==> src/rtl/core/button_auto_repeat_macros.svh <==
// assertion macros used by the button auto repeat top level
`ifndef BUTTON_AUTO_REPEAT_MACROS_SVH
`define BUTTON_AUTO_REPEAT_MACROS_SVH

// same-cycle implication, checked out of reset
`define BAR_ASSERT_SAME(label, clk, rst_n, ante, cons) \
    label: assert property (@(posedge clk) disable iff (!rst_n) (ante) |-> (cons)) \
        else $error("button_auto_repeat: same-cycle check failed");

// next-cycle implication, checked out of reset
`define BAR_ASSERT_NEXT(label, clk, rst_n, ante, cons) \
    label: assert property (@(posedge clk) disable iff (!rst_n) (ante) |=> (cons)) \
        else $error("button_auto_repeat: next-cycle check failed");

`endif

==> src/rtl/core/bar_pkg.sv <==
// shared constants and types for the button auto repeat block
package bar_pkg;

    localparam int LANE_STRIDE = 6;
    localparam int LANES       = 12;
    localparam int LINE_W      = 12;
    localparam int CNT_W       = 9;
    localparam int CFG_IDX_W   = 2;
    localparam int CFG_DATA_W  = 8;

    localparam logic [CFG_IDX_W-1:0] REG_DELAY    = 2'd0;
    localparam logic [CFG_IDX_W-1:0] REG_INTERVAL = 2'd1;
    localparam logic [CFG_IDX_W-1:0] REG_FAST     = 2'd2;

    localparam logic [CFG_DATA_W-1:0] DELAY_RST    = 8'd15;
    localparam logic [CFG_DATA_W-1:0] INTERVAL_RST = 8'd4;

    // scaled repeat timing seen by every lane
    typedef struct packed {
        logic [CNT_W-1:0] delay;
        logic [CNT_W-1:0] interval;
    } timing_t;

endpackage

==> src/rtl/core/bar_cfg.sv <==
// configuration registers and scaled delay / interval
module bar_cfg
    import bar_pkg::*;
(
    input  logic                  clk,
    input  logic                  rst_n,
    input  logic                  cfg_valid,
    output logic                  cfg_ready,
    input  logic [CFG_IDX_W-1:0]  cfg_index,
    input  logic [CFG_DATA_W-1:0] cfg_data,
    output timing_t               timing
);

    logic [CFG_DATA_W-1:0] delay_reg;
    logic [CFG_DATA_W-1:0] interval_reg;
    logic                  fast_reg;
    logic [CNT_W-1:0]      delay_scaled;
    logic [CNT_W-1:0]      interval_scaled;

    assign cfg_ready = 1'b1;

    always_ff @(posedge clk or negedge rst_n)
    begin
        if (!rst_n)
        begin
            delay_reg    <= DELAY_RST;
            interval_reg <= INTERVAL_RST;
            fast_reg     <= 1'b0;
        end
        else if (cfg_valid)
        begin
            case (cfg_index)
                REG_DELAY:    delay_reg    <= cfg_data;
                REG_INTERVAL: interval_reg <= cfg_data;
                REG_FAST:     fast_reg     <= cfg_data[0];
                default:      ;
            endcase
        end
    end

    // fast mode doubles both values
    always_comb
    begin
        if (fast_reg)
        begin
            delay_scaled    = {delay_reg, 1'b0};
            interval_scaled = {interval_reg, 1'b0};
        end
        else
        begin
            delay_scaled    = {1'b0, delay_reg};
            interval_scaled = {1'b0, interval_reg};
        end
    end

    assign timing.delay    = delay_scaled;
    assign timing.interval = (interval_scaled == '0) ? CNT_W'(1) : interval_scaled;

endmodule

==> src/rtl/core/bar_lane.sv <==
// hold counter and repeat phase for one button
module bar_lane
    import bar_pkg::*;
(
    input  logic    clk,
    input  logic    rst_n,
    input  logic    update,
    input  logic    level,
    input  timing_t timing,
    output logic    press
);

    logic [CNT_W-1:0] count_reg;
    logic [CNT_W-1:0] count_next;
    logic [CNT_W-1:0] phase_reg;
    logic [CNT_W-1:0] phase_next;
    logic [CNT_W:0]   limit;
    logic [CNT_W:0]   count_inc;
    logic [CNT_W:0]   count_sat;
    logic [CNT_W:0]   phase_inc;

    always_comb
    begin
        limit     = {1'b0, timing.delay} + (CNT_W+1)'(1);
        count_inc = {1'b0, count_reg} + (CNT_W+1)'(1);
        phase_inc = {1'b0, phase_reg} + (CNT_W+1)'(1);
        // saturate at delay+1, also clamps after a shorter delay is written
        count_sat = (count_inc > limit) ? limit : count_inc;

        if (!level)
        begin
            count_next = '0;
            phase_next = '0;
        end
        else
        begin
            count_next = count_sat[CNT_W-1:0];
            if ({1'b0, count_reg} >= limit)
                phase_next = (phase_inc >= {1'b0, timing.interval}) ? '0
                                                                     : phase_inc[CNT_W-1:0];
            else
                phase_next = '0;
        end

        press = level && ((count_sat == (CNT_W+1)'(1))
                          || (count_sat == limit && phase_next == '0));
    end

    always_ff @(posedge clk or negedge rst_n)
    begin
        if (!rst_n)
        begin
            count_reg <= '0;
            phase_reg <= '0;
        end
        else if (update)
        begin
            count_reg <= count_next;
            phase_reg <= phase_next;
        end
    end

endmodule

==> src/rtl/core/button_auto_repeat.sv <==
// button auto repeat: per-button press and repeat detection, top level
//
// in channel: one request per update tick, button_lines bit p*6+b is
// player p, button b. out channel: one result per request, held_mask and
// press_mask in the same layout. cfg channel: cfg_index selects the
// delay (0), interval (1) or fast rate (2) register; other indexes are
// dropped. cfg_ready is always high; write only while no request is open.
// a request is registered on acceptance, then the twelve lane counters and
// the result register update together once the result register is empty
// or being read; one request per cycle sustained while out_ready stays high.
// when a result waits and out_ready is low the result register holds and the input register
// still takes one more request; in_ready drops only when both are full.
// reset clears all hold counters and phases, loads delay 15, interval 4,
// normal rate, and empties both registers. buttons outside PLAYERS and
// BUTTONS read as released and show zero in both masks.
`include "button_auto_repeat_macros.svh"

module button_auto_repeat
    import bar_pkg::*;
#(
    parameter int PLAYERS = 2,
    parameter int BUTTONS = 6
)
(
    input  logic                  clk,
    input  logic                  rst_n,
    input  logic                  in_valid,
    output logic                  in_ready,
    input  logic [LINE_W-1:0]     button_lines,
    output logic                  out_valid,
    input  logic                  out_ready,
    output logic [LINE_W-1:0]     held_mask,
    output logic [LINE_W-1:0]     press_mask,
    input  logic                  cfg_valid,
    output logic                  cfg_ready,
    input  logic [CFG_IDX_W-1:0]  cfg_index,
    input  logic [CFG_DATA_W-1:0] cfg_data
);

    timing_t           timing;
    logic              s1_valid_reg;
    logic [LINE_W-1:0] lines_reg;
    logic              out_valid_reg;
    logic [LINE_W-1:0] held_reg;
    logic [LINE_W-1:0] press_reg;
    logic              advance;
    logic [LINE_W-1:0] lane_mask;
    logic [LINE_W-1:0] held_next;
    logic [LINE_W-1:0] press_next;

    bar_cfg u_cfg (
        .clk       (clk),
        .rst_n     (rst_n),
        .cfg_valid (cfg_valid),
        .cfg_ready (cfg_ready),
        .cfg_index (cfg_index),
        .cfg_data  (cfg_data),
        .timing    (timing)
    );

    assign advance  = s1_valid_reg && (!out_valid_reg || out_ready);
    assign in_ready = !s1_valid_reg || advance;

    genvar gi;
    generate
        for (gi = 0; gi < LANES; gi++)
        begin : g_lane
            if ((gi / LANE_STRIDE) < PLAYERS && (gi % LANE_STRIDE) < BUTTONS)
            begin : g_used
                assign lane_mask[gi] = 1'b1;
                assign held_next[gi] = lines_reg[gi];
                bar_lane u_lane (
                    .clk    (clk),
                    .rst_n  (rst_n),
                    .update (advance),
                    .level  (lines_reg[gi]),
                    .timing (timing),
                    .press  (press_next[gi])
                );
            end
            else
            begin : g_unused
                assign lane_mask[gi]  = 1'b0;
                assign held_next[gi]  = 1'b0;
                assign press_next[gi] = 1'b0;
            end
        end
    endgenerate

    always_ff @(posedge clk or negedge rst_n)
    begin
        if (!rst_n)
        begin
            s1_valid_reg  <= 1'b0;
            out_valid_reg <= 1'b0;
        end
        else
        begin
            if (in_ready)
                s1_valid_reg <= in_valid;
            if (advance)
                out_valid_reg <= 1'b1;
            else if (out_ready)
                out_valid_reg <= 1'b0;
        end
    end

    always_ff @(posedge clk)
    begin
        if (in_valid && in_ready)
            lines_reg <= button_lines;
        if (advance)
        begin
            held_reg  <= held_next;
            press_reg <= press_next;
        end
    end

    assign out_valid  = out_valid_reg;
    assign held_mask  = held_reg;
    assign press_mask = press_reg;

    `BAR_ASSERT_SAME(a_press_within_held, clk, rst_n, out_valid_reg, (press_reg & ~held_reg) == '0)
    `BAR_ASSERT_SAME(a_unused_lanes_zero, clk, rst_n, out_valid_reg, (held_reg & ~lane_mask) == '0)
    `BAR_ASSERT_SAME(a_stall_only_when_full, clk, rst_n, !in_ready, s1_valid_reg && out_valid_reg && !out_ready)
    `BAR_ASSERT_NEXT(a_request_enters_stage, clk, rst_n, in_valid && in_ready, s1_valid_reg)

endmodule

==> config.mk <==
export PLATFORM = sky130hd
export DESIGN_NAME = button_auto_repeat
export DESIGN_NICKNAME = d
export VERILOG_FILES = /design/src/rtl/core/bar_pkg.sv /design/src/rtl/core/bar_cfg.sv /design/src/rtl/core/bar_lane.sv /design/src/rtl/core/button_auto_repeat.sv
export VERILOG_INCLUDE_DIRS = /design/src /design/src/rtl/core
export SDC_FILE = /design/constraint.sdc
export NUM_CORES = 1
export LEC_CHECK = 0
export BUFFER_PORTS_ARGS = -buffer_cell sky130_fd_sc_hd__buf_4
export CAP_MARGIN = 20
export CORE_ASPECT_RATIO = 0.8
export CORE_MARGIN = 2
export CORE_UTILIZATION = 36
export CTS_BUF_LIST = sky130_fd_sc_hd__clkbuf_4
export DETAILED_ROUTE_END_ITERATION = 12
export PLACE_DENSITY_LB_ADDON = 0.2
export SYNTH_ARGS = -nofsm -noshare
export SYNTH_HDL_FRONTEND = slang
export SYNTH_SLANG_ARGS = --single-unit
==> constraint.sdc <==
create_clock -name clk -period 9.1 [get_ports clk]
set_clock_uncertainty 0.05 [all_clocks]
set_input_delay 0.91 -clock clk [delete_from_list [all_inputs] [get_ports clk]]
set_output_delay 0.91 -clock clk [all_outputs]
set_load 0.005 [all_outputs]
==> key figures <==
Floorplan
  • Core Region: 0.0675 mm²
  • Die extent in x: 297 µm
  • Die height: 238 µm
  • Initial core utilization: 36.5%
  • Rows: 85
  • I/O Pins: 54
  • Die Area: 0.0706 mm²

Placement
  • Count of buffers from port buffering: 52
  • Pre-CTS setup slack: 3320 ps
  • Final HPWL DP: 52300 µm
  • GPL Wtd Cong: 0.891

Timing
  • Max Slew Vio Count: 0
  • Relative slew slack: 35.8%
  • Tmin final: 5880 ps
  • Max Fclk: 170 MHz
  • Setup TNS: 0 ps
  • Final hold vios: 0
  • Hold Slack: 66.5 ps
  • Least-Margin Pin Slew: 963 ps
  • Unrepaired setup endpoints after global routing: false
  • Tcrit/Tclk final: 64.6%
  • Setup violators final: 0
  • Worst setup margin: 3220 ps

Yosys
  • Post-synthesis xor/xnor area fraction: 9.84%
  • Top-count cell post-synth: ha_1
  • Post-Synth Simple-Gate Area: 18.5%
  • Proportion of synthesized area in mux cells: 3.47%
  • Post-synthesis cell count: 2805
  • Largest family of logic cells by synthesized area: compound AO/OA/AOI/OAI gates
  • YS warnings: 0
  • Post-synth top area share: 23.3%
  • Mapped Area: 0.0247 mm²
  • Number of synthesized flops with an enable pin: 36
  • Synth Area in Adders: 17.7%
  • Top cells by count, synth: 349 x ha_1, 269 x nand2_1, 230 x dfrtp_1
  • Compound-Gate Fraction of Synth Area: 18.7%
  • Synth area leaders: dfrtp_1 23%, ha_1 18%, xnor2_1 5.6%
  • Synth area leader: dfrtp_1
  • Post-synthesis register bit count: 271
  • Register area share after synthesis: 28.2%
  • Cell variety after synth: 85
  • FFs w/ async S/R, synth: 86.7%
  • Most used DFF post-synth: dfrtp_1
  • Mean area per synthesized cell: 8.79 µm²

Final layout
  • Layout cells sized above 1: 10.3%
  • Synth-to-layout area growth: 10.9%
  • Final Net Count: 3279
  • Fill cell count: 6753

Global route
  • Largest net degree at the start of global routing: 161
  • First-pass GRT wire length: 126000 µm
  • Initial antenna violation count: 1
  • Grt total ovfl: 0
  • Gr usage total: 22.6%
  • Vias in the first global route: 22200

Clock tree
  • Post-CTS Setup Inserts: 0
  • CTS Buf Count: 82
  • Root Driver: clkbuf_4
  • Clock Tree Buf Depth: 3
  • H-tree levels: 3
  • CTS Sinks: 271
  • Reg clk slew, reported paths: 60 ps
  • Post_cts resized: 0
  • Hold_buf cts: 0
  • Clk Latency, worst-skew pair: 820 ps
  • CTS tree: done

Critical path
  • Worst Reg-to-Reg Cells: 19
  • Crit path capture type: flop
  • WS Path Type: reg2reg
  • CP Data Arrival Time: 6380 ps
  • Req. time, crit path: 9600 ps
  • Startpoint types: flop
  • Critical path fanouts, max: 22
  • Reg-to-reg endpoint: press_mask[5]
  • R2r startpoint: u_cfg.delay_reg[0]
  • R2R Setup Slk: 3220 ps

Route
  • DRT Pass-1 Iters: 6
  • Wirelength, routed: 79100 µm
  • Drt via density: 5.74
  • Remaining antenna violation count after routing: 0
  • Via count: 22300
  • Remaining DRCs: 0
  • Wirelength per Cell: 20.4 µm
  • DRT iter0 DRCs: 1279

Hold path
  • HP Class: in2async

Job
  • Max-cap violations: 0

Pwr
  • Worst VDD drop: 0.000101 V
  • Tot Pwr: 5.37 mW
  • Leak Pwr: 12.8 nW
  • PD cells: 197 mW/mm²

Status
  • Run status: finished clean
## placed cells by master (no fill, tap or decap), types with 40 or more instances in the layout
master,instances
ha_1,349
nand2_1,268
dfrtp_1,230
o21ai_0,220
xnor2_1,156
nand3_1,126
clkbuf_4,123
xor2_1,120
a21oi_1,119
inv_1,118
nor2_1,113
buf_4,97
nor3_1,72
nand4_1,50
mux2i_1,48
a21o_1,48
nor2b_1,41
a31oi_1,41
and3_1,40
## worst max-delay path, cell delays in order (launching register included)
cell,delay [ps]
dfstp_2,590
nand2b_2,60
buf_4,230
inv_2,70
buf_4,430
ha_1,410
nand3_1,190
or4b_1,490
nand4_1,110
buf_4,390
clkinv_1,150
buf_4,260
ha_1,320
nand4_1,110
nor2_1,170
a21oi_1,80
o211ai_1,120
nand2_1,460
or4_1,570
a32o_1,260
## worst max path at each step
stage	cells past startpoint	slack, ps	start	end
finish	19	3220	u_cfg.delay_reg[0]	press_mask[5]
global route	19	2890	u_cfg.delay_reg[0]	press_mask[5]
global placement	19	3390	u_cfg.delay_reg[0]	press_mask[5]
CTS	19	3290	u_cfg.delay_reg[0]	press_mask[5]
detailed placement	19	3320	u_cfg.delay_reg[0]	press_mask[3]
floorplan	20	3340	u_cfg.fast_reg	press_mask[3]
## power by group
part           switching (mW)  internal [mW]  leakage (nW)
logic                    1.60           1.02          8.61
clock network           0.593          0.614         0.616
registers               0.192           1.36          3.55
total                    2.39           2.99          12.8
## layout make-up
class	instances	area [µm²]	area share (%)
inverter	123	464	1.70
clock inverter	24	95.1	0.348
tap	913	1140	4.18
clock buffer	123	923	3.38
timing repair buffer	103	818	2.99
antenna	1	2.50	0.00915
multi-input combinational	2322	16900	61.9
sequential	271	6970	25.5
## stage by stage
step	std cells	instance area (µm²)	utilization (%)
4_1_cts	3879	27300	40.5
5_1_grt	3880	27300	40.5
6_report	3880	27300	40.5
2_1_floorplan	2817	24700	-
3_3_place_gp	3729	26300	38.9
3_5_place_dp	3732	26300	39.0
## routing by layer
metal	global-route usage, %	share of wire, %	up-vias	wire length [µm]
met4	8.19	3.2	0	2550
met5	0	0	-	0
met1	31.0	46	10800	36700
li1	-	-	10700	-
met2	35.8	45	639	35600
met3	3.59	5.5	144	4350
## cell families after synthesis
family / after synthesis
adder cells (fa/ha/maj): 349
AND/OR/NAND/NOR: 893
buffers and inverters: 224
other: 1
flip-flops: 271
AO/OA/AOI/OAI: 709
multiplexers: 81
XOR/XNOR: 277
Power figures use the tool's default switching activity.
